$ cat config.mk
export PLATFORM = sky130hd
export DESIGN_NAME = ibwa_out
export DESIGN_NICKNAME = d
export VERILOG_FILES = /design/src/rtl/ibwa_pkg.sv /design/src/rtl/ibwa_out.sv
export SDC_FILE = /design/constraint.sdc
export NUM_CORES = 1
export LEC_CHECK = 0
export BUFFER_PORTS_ARGS = -buffer_cell sky130_fd_sc_hd__buf_2
export CAP_MARGIN = 10
export CORE_MARGIN = 2
export CORE_UTILIZATION = 39
export DETAILED_ROUTE_END_ITERATION = 10
export PLACE_DENSITY = 0.77
export RECOVER_POWER = 100
export SKIP_CTS_REPAIR_TIMING = 1
export SYNTH_ARGS = -nofsm -noshare
export SYNTH_HDL_FRONTEND = slang
export SYNTH_SLANG_ARGS = --single-unit
$ cat constraint.sdc
create_clock -name i_clk -period 5.32 [get_ports i_clk]
set_input_delay 1.33 -clock i_clk [delete_from_list [all_inputs] [get_ports i_clk]]
set_output_delay 1.33 -clock i_clk [all_outputs]
set_load 0.01 [all_outputs]
$ cat src/rtl/ibwa_pkg.sv
// Shared constants and types for the box weighted average block.
`default_nettype none
package ibwa_pkg;

    // Fraction bits of the table values and the result
    localparam int FRAC_BITS = 16;
    // Corner value, box sum, result and threshold widths
    localparam int IN_W      = 48;
    localparam int SUM_W     = IN_W + 2;
    localparam int OUT_W     = 32;
    localparam int THR_W     = 16;
    // Integer bits of the result; dividend bits above them seed the remainder
    localparam int SHIFT     = OUT_W - FRAC_BITS;
    // Front stages, one divider cell per quotient bit, output register
    localparam int LATENCY   = 4 + OUT_W + 1;

    localparam logic [THR_W-1:0] THR_RESET = THR_W'(1);
    localparam logic [OUT_W-1:0] SENTINEL  = {{SHIFT{1'b1}}, {FRAC_BITS{1'b0}}};
    localparam logic [OUT_W-1:0] LIM_POS   = {1'b0, {(OUT_W-1){1'b1}}};
    localparam logic [OUT_W-1:0] LIM_NEG   = {1'b1, {(OUT_W-1){1'b0}}};

    // Word handed from one divider cell to the next
    typedef struct packed {
        logic             vld;     // item present
        logic             mvalid;  // weight sum above threshold
        logic             neg;     // quotient is negative
        logic             ovf;     // quotient magnitude reaches 2^OUT_W
        logic [SUM_W-1:0] rem;     // partial remainder
        logic [SUM_W-1:0] den;     // divisor magnitude
        logic [OUT_W-1:0] word;    // dividend bits left on top, quotient bits below
    } t_div;

endpackage
`default_nettype wire

$ cat src/rtl/ibwa_out.sv
// Saturation, sign and sentinel selection, registered onto the result ports.
`default_nettype none
module ibwa_out (
    input  logic                                i_clk,
    input  logic                                i_rst_n,
    input  ibwa_pkg::t_div                      i_div,
    output logic                                o_done,
    output logic signed [ibwa_pkg::OUT_W-1:0]   o_mean_depth,
    output logic                                o_mean_valid
);
    import ibwa_pkg::*;

    logic             r_done;
    logic [OUT_W-1:0] r_mean;
    logic             r_mvalid;
    logic [OUT_W-1:0] limit;
    logic [OUT_W-1:0] mag;
    logic [OUT_W-1:0] n_mean;

    // Clamp the quotient, apply sign, or drop to the sentinel
    always_comb begin
        limit  = i_div.neg ? LIM_NEG : LIM_POS;
        mag    = (i_div.ovf || (i_div.word > limit)) ? limit : i_div.word;
        n_mean = i_div.mvalid ? (i_div.neg ? (OUT_W'(0) - mag) : mag) : SENTINEL;
    end

    // Strobe one cycle per item
    always_ff @(posedge i_clk) begin
        if (!i_rst_n) begin
            r_done <= 1'b0;
        end else begin
            r_done <= i_div.vld;
        end
    end

    // Capture result word
    always_ff @(posedge i_clk) begin
        r_mean   <= n_mean;
        r_mvalid <= i_div.mvalid;
    end

    assign o_done       = r_done;
    assign o_mean_depth = r_mean;
    assign o_mean_valid = r_mvalid;

endmodule
`default_nettype wire

==> flow_summary.yaml <==
power:
  irDropWorstVdd_v: 0.00009528
  power_density_nw_per_um2: 214.0
  pwr-share-comb: 0.290
  finalPower_mw: 0.7001
  cell_internal_pwr_mw: 0.4803
  leakage_nw: 1.270
  switchingPower_mw: 0.2197
  p_clk_frac: 0.309
  seqPwrFrac: 0.400
  switching_share: 0.3139
drt:
  ant_nets: 0
  via_count: 3137
  drc: 0
  drt-vias-per-instance: 6.249
  detail_route.iter0.violations: 389
  totalWireLength_um: 8123
  first_pass_iters: 5
  wl_per_cell_um: 16.18
yosys:
  yosys.area.top_type: "dfxtp_1"
  synth-async-reset-ratio: 0
  synthCells: 346
  syn-cell-area_um2: 2716
  ys_warn_count: 0
  synth-seq-area-share: 0.2506
  synth_area_leaders: "dfxtp_1 25%, ha_1 15%, a21oi_1 5.5%, nor3_1 4.8%, o21ai_0 4.4%"
  netlist.area_leader.share: 0.2506
  synth_edf_count: 0
  ys_ff_latch: 34
  syn_avg_cell_area_um2: 7.851
  ys.flop_type: "dfxtp_1"
  ys_types: 60
  syn-num-nets: 517
global_route:
  track_usage: 0.2104
  grt_pass1_wl_um: 13020
  gr-total-overflow: 0
  grt_max_degree: 27
  antenna_found_initial: 0
  grt_pass1_vias: 2707
job:
  maxCapViolations: 0
die:
  io_pins: 172
  fp-row-count: 30
  die_w_um: 87.46
  start_util: 0.4020
  coreArea_um2: 6756
  dieArea_um2: 7648
  die_h_um: 87.46
layout:
  finalInstanceArea_um2: 3272
  areaGrowthSynthToFinish_pct: 20.45
  antennaDiodeCount: 0
  regArea_um2: 680.7
  multi_input_area_um2: 1946
  final_cell_mix: "39 x clkbuf_1, 36 x buf_2, 34 x dfxtp_1, 33 x ha_1, 31 x nor2_1"
  final_common_cell: "clkbuf_1"
  drive_gt1_frac: 0.1493
  fillers: 693
  nets: 592
sta:
  hold_viol_final: 0
  period_minus_slack_ps: 4991
  final_max_slew_viol_count: 0
  timing.final.crit_share: 0.9382
  max_slew_margin: 0.3308
  hold_slack_ps: 1251
  rsz0062_at_grt: "no"
  clock.fmax_mhz: 200.4
  final-setup-viol-count: 0
  worst_slew_pin_slew_ps: 1004
  setup_ws_ps: 328.8
min_path:
  min_from: "i_div[135]"
  min_path_type: "input pin to flop"
clock_tree:
  clk_path_buf_depth: 2
  cts_tree: "yes"
  clock-sinks: 34
  cts_buffers: 5
  h-tree-depth: 2
  cts.clk_slew.worst_paths_ps: 60
  cts-root-buf: "clkbuf_8"
setup_path:
  path_delay_family: "compound AO/OA/AOI/OAI gates"
  startpoint: "i_div[133]"
  slowest_stage: "a2111oi_0"
  path_class: "input pin to flop"
  cp_num_buf_inv: 3
  cpPeakStageDelay_ps: 420
  startpoint_type: "input pin"
  end_kind: "flop"
  cp_cell_sequence: "buf_2, clkinv_1, ha_1, nand4_1, nor2_1, a2111oi_0, buf_4, nand2_1, o22a_1, o21ai_0, ha_1, nor4b_2, nand3_1, nor3_1, nand2_1, a211o_1, a31o_2"
  worstPathRequired_ps: 5490
  worstPathArrival_ps: 5160
  cp_max_fo: 22
placement:
  place_congestion: 0.9192
  io_buffers: 71
  hpwl_um: 6081
  dp_slack_ps: -76.89
  detailed_place.area_um2: 3214
run_status:
  status: "finished clean"
[cell type report]
| cell class | count | share of cell area |
|---|---|---|
| clock buffers | 8 | 0.03365 |
| multi-input cells | 287 | 0.5946 |
| well taps | 80 | 0.03059 |
| flip-flops and latches | 34 | 0.2080 |
| repair buffers | 86 | 0.1250 |
| inverters | 7 | 0.008031 |
[per-layer routing]
layer / track usage / vias to the layer above / wire length (µm)
met3: 0.02749 / 29 / 724
met1: 0.2807 / 1434 / 3412
met5: 0 / - / 0
met2: 0.3409 / 172 / 3766
met4: 0.08531 / 0 / 221
li1: - / 1502 / -
[cell usage after synthesis (4+ instances only)]
cell type,instances
o41ai_1,5
mux2i_1,4
nand2_1,24
nor3_1,26
ha_1,33
a31oi_1,5
o21ai_0,24
inv_1,6
nor2_1,31
nand3_1,8
dfxtp_1,34
or4_1,7
or3_1,8
a21o_1,4
clkbuf_1,14
o32ai_1,7
nand4_1,8
a21oi_1,30
nor4_1,4
[cells by family (layout without fill, tap and decap cells)]
kind of cell    after synthesis  count (layout)  synth area share
simple gates                140             140            0.2768
compound gates              109             109            0.2672
flops                        34              34            0.2506
fa+ha+maj                    33              33            0.1520
buf+inv                      25             101           0.03547
mux                           4               4           0.01474
xor+xnor                      1               1          0.003225
[worst paths after layout]
check | slack (ps) | end | depth (start not counted)
setup / recovery | 330 | o_mean_depth[28] | 17
hold / removal | 1250 | o_done | 2
[power by group through the flow]
stage | Combinational (mW) | Clock (mW) | Sequential [mW]
after floorplan | 0.105 | 0 | 0.298
after global routing | 0.227 | 0.231 | 0.282
after global placement | 0.200 | 0 | 0.285
final | 0.203 | 0.216 | 0.280
after detailed placement | 0.207 | 0 | 0.285
after CTS | 0.208 | 0.220 | 0.279
[metrics by stage]
step	util	instances	setup TNS, ps
2_1_floorplan	-	346	0
3_3_place_gp	0.4757	494	-19.46
3_5_place_dp	0.4757	494	-127.7
4_1_cts	0.4920	502	0
5_1_grt	0.4843	502	0
6_report	0.4843	502	0
[flip-flops by register name, summed over array words and instances, names as in the netlist]
name,count
o_done,1
o_mean_valid,1
o_mean_depth,32
Note: power is estimated with default switching activity, not from simulation.
