## config.mk

```make
export PLATFORM = sky130hd
export DESIGN_NAME = ibwa_div_cell
export DESIGN_NICKNAME = d
export VERILOG_FILES = /design/src/rtl/ibwa_pkg.sv /design/src/rtl/ibwa_div_cell.sv
export SDC_FILE = /design/constraint.sdc
export NUM_CORES = 1
export LEC_CHECK = 0
export BUFFER_PORTS_ARGS = -buffer_cell sky130_fd_sc_hd__buf_2
export CAP_MARGIN = 5
export CORE_MARGIN = 4
export CORE_UTILIZATION = 53
export DETAILED_ROUTE_END_ITERATION = 7
export PLACE_DENSITY = 0.94
export SKIP_CTS_REPAIR_TIMING = 1
export SLEW_MARGIN = 20
export SYNTH_ARGS = -nofsm -noshare
export SYNTH_HDL_FRONTEND = slang
export SYNTH_SLANG_ARGS = --single-unit
```

## constraint.sdc

```tcl
create_clock -name i_clk -period 9.4 [get_ports i_clk]
set_input_delay 0.94 -clock i_clk [delete_from_list [all_inputs] [get_ports i_clk]]
set_output_delay 0.94 -clock i_clk [all_outputs]
set_load 0.02 [all_outputs]
```

## src/rtl/ibwa_pkg.sv

```systemverilog
// Shared constants and types for the box weighted average block.
`default_nettype none
package ibwa_pkg;

    // Fraction bits of the table values and the result
    localparam int FRAC_BITS = 16;
    // Corner value, box sum, result and threshold widths
    localparam int IN_W      = 48;
    localparam int SUM_W     = IN_W + 2;
    localparam int OUT_W     = 32;
    localparam int THR_W     = 16;
    // Integer bits of the result; dividend bits above them seed the remainder
    localparam int SHIFT     = OUT_W - FRAC_BITS;
    // Front stages, one divider cell per quotient bit, output register
    localparam int LATENCY   = 4 + OUT_W + 1;

    localparam logic [THR_W-1:0] THR_RESET = THR_W'(1);
    localparam logic [OUT_W-1:0] SENTINEL  = {{SHIFT{1'b1}}, {FRAC_BITS{1'b0}}};
    localparam logic [OUT_W-1:0] LIM_POS   = {1'b0, {(OUT_W-1){1'b1}}};
    localparam logic [OUT_W-1:0] LIM_NEG   = {1'b1, {(OUT_W-1){1'b0}}};

    // Word handed from one divider cell to the next
    typedef struct packed {
        logic             vld;     // item present
        logic             mvalid;  // weight sum above threshold
        logic             neg;     // quotient is negative
        logic             ovf;     // quotient magnitude reaches 2^OUT_W
        logic [SUM_W-1:0] rem;     // partial remainder
        logic [SUM_W-1:0] den;     // divisor magnitude
        logic [OUT_W-1:0] word;    // dividend bits left on top, quotient bits below
    } t_div;

endpackage
`default_nettype wire

```

## src/rtl/ibwa_div_cell.sv

```systemverilog
// One restoring division cell: shifts in a dividend bit, yields one quotient bit.
`default_nettype none
module ibwa_div_cell (
    input  logic            i_clk,
    input  logic            i_rst_n,
    input  ibwa_pkg::t_div  i_div,
    output ibwa_pkg::t_div  o_div
);
    import ibwa_pkg::*;

    t_div           r_div;
    t_div           n_div;
    logic [SUM_W:0] rem_sh;
    logic           take;

    // Shift the next dividend bit into the remainder and try a subtract
    always_comb begin
        rem_sh      = {i_div.rem, i_div.word[OUT_W-1]};
        take        = (rem_sh >= {1'b0, i_div.den});
        n_div       = i_div;
        n_div.rem   = take ? SUM_W'(rem_sh - {1'b0, i_div.den}) : rem_sh[SUM_W-1:0];
        n_div.word  = {i_div.word[OUT_W-2:0], take};
    end

    // Hand the word to the next cell, clear it under reset
    always_ff @(posedge i_clk) begin
        if (!i_rst_n) begin
            r_div <= '0;
        end else begin
            r_div <= n_div;
        end
    end

    assign o_div = r_div;

endmodule
`default_nettype wire

```

==> impl_metrics.toml, run 1 <==
[outcome]
status = "complete, no violations"

[drt]
vias_per_cell = 5.36
vias = 6765
firstDrtPassIters = 6
ant_nets = 0
first_iter_violations = 442
drcViolationCount = 0
wire_per_inst_um = 17.0
routed_wirelength_mm = 21.5

[synth]
syn-cell-area_um2 = 6920
synth_area_leaders = "dfxtp_1 (39%), ha_1 (9.0%), nor2_1 (6.7%), mux2i_1 (4.9%), xnor2_1 (4.0%)"
synth_top_area_share = 0.393
syn_area_per_cell_um2 = 8.54
yosys_warnings = 0
ys_ff_latch = 136
seq_area_frac_synth = 0.393
synth_top_cells_by_count = "dfxtp_1 (136), nor2_1 (124), inv_1 (62)"
ys.flop_type = "dfxtp_1"
synth-async-reset-ratio = 0
yosysTopAreaCell = "dfxtp_1"
synth_fp_nets = 1000
syn_inst = 811
ys_types = 54
synth.most_common_cell = "dfxtp_1"
synth_enable_flop_cells = 0

[die]
design.core.area_um2 = 12700
initial_core_util = 0.544
die_area_um2 = 15000
num_rows = 41
die_w_um = 122
io_pins = 274
die_h_um = 122

[worst_setup_path]
critPathCapture = "o_div[110]"
start_kind = "primary input"
cp_data_required_time_ns = 9.66
criticalPathCategory = "in2reg"
crit_fanout = 57
end_kind = "flop"
critPathLaunch = "i_div[33]"
cp.arrival_ns = 4.59

[timing]
slew_headroom = 0.365
rsz0062_at_grt = "no"
fmax_ghz = 0.231
fin_crit_ns = 4.33
slew_viol_final = 0
hold_violations = 0
setup_viol = 0
holdWs_ns = 0.713
tightest_slew_ns = 0.952
period_share = 0.461
tns_ns = 0

[hold_path]
hp-class = "in2reg"

[global_route]
grtUsageTotal = 0.279
grt_max_degree = 58
grt.busiest_layer = "met2"
grt_pass1_vias = 6736
grt_use_met1 = 0.298
met3_usage = 0.0825
grt-ovfl-total = 0
grt_pass1_wl_mm = 32.6
antenna_found_initial = 2
grt.met2_usage = 0.509

[pwr]
ir_worst_vdd_mv = 0.145
leakage_uw = 0.00471
power.density_nw_per_um2 = 197

[clock_network]
htree_levels = 4
clockBufferDepth = 2
clock_sinks = 136
clk_pin_slew_ns = 0.07
cts_tree = "built"
cts_inserted_buffers = 17
clockRootBuffer = "clkbuf_16"

[cells_and_area]
finalNonFillerCells = 1262
layout-drive-gt1-share = 0.295
utilization = 0.705
multi_input_area_um2 = 3800
final_nets = 1264
largest_reg_flops = 136
fillers = 967
ff_latch_area_um2 = 2720
area_delta_synth_final_pct = 29.5

[flow_run]
max-cap-violations = 0

[placed_design]
hpwl_mm = 16.2
placed_cells = 1228
place_congestion = 0.935
portBuffers = 273
-- per-stage QoR --
step                      instance area (µm²)  worst slack [ns]  total power (µW)
final                                    8970              5.07              1760
after global routing                     8970              4.78              1830
after CTS                                8960              5.06              1770
after detailed placement                 8360              4.62              1090
after global placement                   8360              4.85              1080
after floorplan                          6920              5.75               954
-- worst min-delay path by stage --
stage                     startpoint  cells past startpoint        end  slack [ns]
after floorplan             i_div[9]                      1  o_div[10]        1.07
after global placement     i_div[17]                      2  o_div[18]        1.15
after detailed placement   i_div[27]                      2  o_div[28]        1.15
after CTS                  i_div[18]                      2  o_div[19]        0.70
after global routing        i_div[3]                      2   o_div[4]        0.71
final                      i_div[18]                      2  o_div[19]        0.71
-- where the power goes --
group          leakage, µW  switching, µW  internal (µW)  total [µW]
Clock             0.000288            273            405         677
Combinational      0.00328            272            175         446
Sequential         0.00113           12.9            626         639
-- cells in the final DEF, fill, tap and decap left out, types with 4 or more instances in the layout --
cell type  count
a211oi_1       7
a21o_1        23
a21oi_1       49
a31oi_1        9
a41oi_1        6
and2_1        39
and3_1        11
buf_2        273
clkbuf_16     17
dfxtp_1      136
ha_1          50
inv_1         62
inv_6          6
mux2i_1       34
nand2_1       50
nand3_1       17
nand3b_1       4
nand4_1       11
nor2_1       124
nor2b_1        9
nor3_1         8
o21a_1         5
o21ai_0       25
o21bai_1       7
o22ai_1       11
xnor2_1       32
xor2_1        12
-- layer usage --
metal,vias up,routed length (µm)
li1,3306,-
met1,3112,8110
met2,308,10900
met3,39,1870
met4,0,635
met5,-,0
-- critical path, stage by stage --
cell       delay, ns
buf_2           0.10
inv_1           0.11
ha_1            0.27
nor2b_1         0.15
o31a_1          0.28
o31ai_2         0.42
a211oi_2        0.18
o21ai_2         0.19
a31oi_1         0.13
o2111ai_1       0.31
nand3_4         0.74
nand2_2         0.61
o22ai_1         0.15
-- cells by family after synthesis --
group / count (synthesis) / share of synthesized area
mux: 34 / 0.0492
flops: 136 / 0.393
compound gates: 166 / 0.156
simple gates: 286 / 0.194
fa+ha+maj: 51 / 0.0932
buf+inv: 94 / 0.0593
xor+xnor: 44 / 0.0557
-- cell type report --
type	count	share of cell area
multi-input cells	581	0.424
flip-flops and latches	136	0.304
repair buffers	276	0.155
clock buffers	19	0.0494
inverters	63	0.0264
well taps	172	0.0240
clock inverters	13	0.0174
diodes	2	0.000558
(Power assumes the default switching activity.)
==> run 2, diff against run 1 <==
Settings changed: CORE_UTILIZATION 53 to 44, PLACE_DENSITY 0.94 to 0.84.
Clock period 9.4 ns to 3.6 ns, I/O delays scaled along.
==> impl_metrics.toml, run 2 (synthesis gave the netlist of run 1 again) <==
[clock_network]
clk_pin_slew_ns = 0.07
htree_levels = 4
clockRootBuffer = "clkbuf_16"
clockBufferDepth = 2
cts_tree = "built"
cts_inserted_buffers = 17
clock_sinks = 136

[global_route]
grt.busiest_layer = "met2"
grt_use_met1 = 0.262
grt-ovfl-total = 0
met3_usage = 0.0691
grt_pass1_vias = 6742
grt_pass1_wl_mm = 33.0
grtUsageTotal = 0.230
antenna_found_initial = 1
grt.met2_usage = 0.408
grt_max_degree = 47

[pwr]
seq_power_share = 0.360
p_clk_frac = 0.388
leakage_uw = 0.00476
switching_share = 0.319
power.density_nw_per_um2 = 509
ir_worst_vdd_mv = 0.357
p_switching_uw = 1480
pwr-share-comb = 0.252
internal_power_uw = 3150

[drt]
wire_per_inst_um = 15.9
vias_per_cell = 5.08
routed_wirelength_mm = 20.9
first_iter_violations = 328
firstDrtPassIters = 5
ant_nets = 0
vias = 6645
drcViolationCount = 0

[worst_setup_path]
end_kind = "flop"
critPathLaunch = "i_div[31]"
crit_chain = "buf_2, inv_1, ha_1, inv_1, fa_1, a211oi_1, o211ai_1, nand3_1, or4b_2, nor2b_1, nor2b_1, o21ai_0, xor2_1, mux2i_1, nor2_1"
cp_slowest_cell = "or4b_2"
criticalPathCategory = "in2reg"
start_kind = "primary input"
max_stage_delay_ns = 0.62
crit_fanout = 4
cp_data_required_time_ns = 3.92
critPathCapture = "o_div[100]"
cp.arrival_ns = 3.54

[placed_design]
hpwl_mm = 16.6
placed_cells = 1274
portBuffers = 273
place_congestion = 0.909
placed_area_um2 = 8490

[cells_and_area]
area_delta_synth_final_pct = 31.4
final_nets = 1271
largest_reg_flops = 136
layout-drive-gt1-share = 0.300
finalNonFillerCells = 1308
layout_common_cells = "buf_2 (273), dfxtp_1 (136), nor2_1 (124)"
final_area_um2 = 9100
mostFrequentLayoutCell = "buf_2"

[timing]
hold_violations = 0
setup_viol = 0
rsz0062_at_grt = "no"
fin_crit_ns = 3.22
period_share = 0.895
slew_viol_final = 0
slew_headroom = 0.604
fmax_ghz = 0.310
tns_ns = 0
tightest_slew_ns = 0.594

[die]
die_area_um2 = 17800
io_pins = 274
num_rows = 45
die_h_um = 133
die_w_um = 133
design.core.area_um2 = 15300
initial_core_util = 0.452

[outcome]
status = "complete, no violations"

[hold_path]
hp-class = "in2reg"

[flow_run]
max-cap-violations = 0
[run 2: cell count changes in the layout (fill, tap and decap cells not counted), sizes merged]
cell / previous run / this run
clkinv: 2 / 1
inv: 70 / 73
buf: 276 / 283
clkbuf: 19 / 17
[run 2: power groups by stage]
stage          Combinational, µW  Clock, µW  Sequential [µW]
2_1_floorplan                624          0             1870
3_3_place_gp                1150          0             1700
3_5_place_dp                1160          0             1700
4_1_cts                     1170       1830             1670
5_1_grt                     1280       1900             1680
6_report                    1170       1800             1670
[run 2: worst min path at each step]
stage | to | slack, ns | depth (start not counted) | start
final | o_div[27] | 0.13 | 2 | i_div[26]
after global routing | o_div[6] | 0.12 | 2 | i_div[5]
after CTS | o_div[27] | 0.12 | 2 | i_div[26]
after detailed placement | o_div[27] | 0.57 | 2 | i_div[26]
after global placement | o_div[29] | 0.56 | 2 | i_div[28]
after floorplan | o_div[10] | 0.49 | 1 | i_div[9]
[run 2: worst max-delay path, delay by kind of cell]
kind | cells | cell delay, ns
AO/OA/AOI/OAI | 3 | 0.82
AND/OR/NAND/NOR | 5 | 1.25
multiplexers | 1 | 0.14
adder cells (fa/ha/maj) | 2 | 0.59
XOR/XNOR | 1 | 0.17
buffers and inverters | 3 | 0.21
[run 2: metrics by stage]
| stage | power, µW | hold slack, ns | utilization | worst slack (ns) |
|---|---|---|---|---|
| finish | 4630 | 0.128 | 0.594 | 0.379 |
| global route | 4860 | 0.115 | 0.594 | 0.0776 |
| CTS | 4670 | 0.115 | 0.594 | 0.422 |
| detailed placement | 2860 | 0.569 | 0.554 | -0.000890 |
| global placement | 2840 | 0.565 | 0.554 | 0.100 |
| floorplan | 2490 | 0.487 | - | 0.531 |
[run 2: cell type report]
type,count,area (µm²)
Tap cell,211,264
Antenna cell,2,5.00
Multi-Input combinational cell,581,3800
Inverter,63,236
Sequential cell,136,2720
Fill cell,1394,6210
Clock inverter,15,181
Clock buffer,17,425
Timing Repair Buffer,283,1470
[run 2: per-layer routing]
metal	up-vias	wire, µm
met5	-	0
met4	0	410
met3	37	1660
met2	261	10300
met1	3036	8480
li1	3311	-
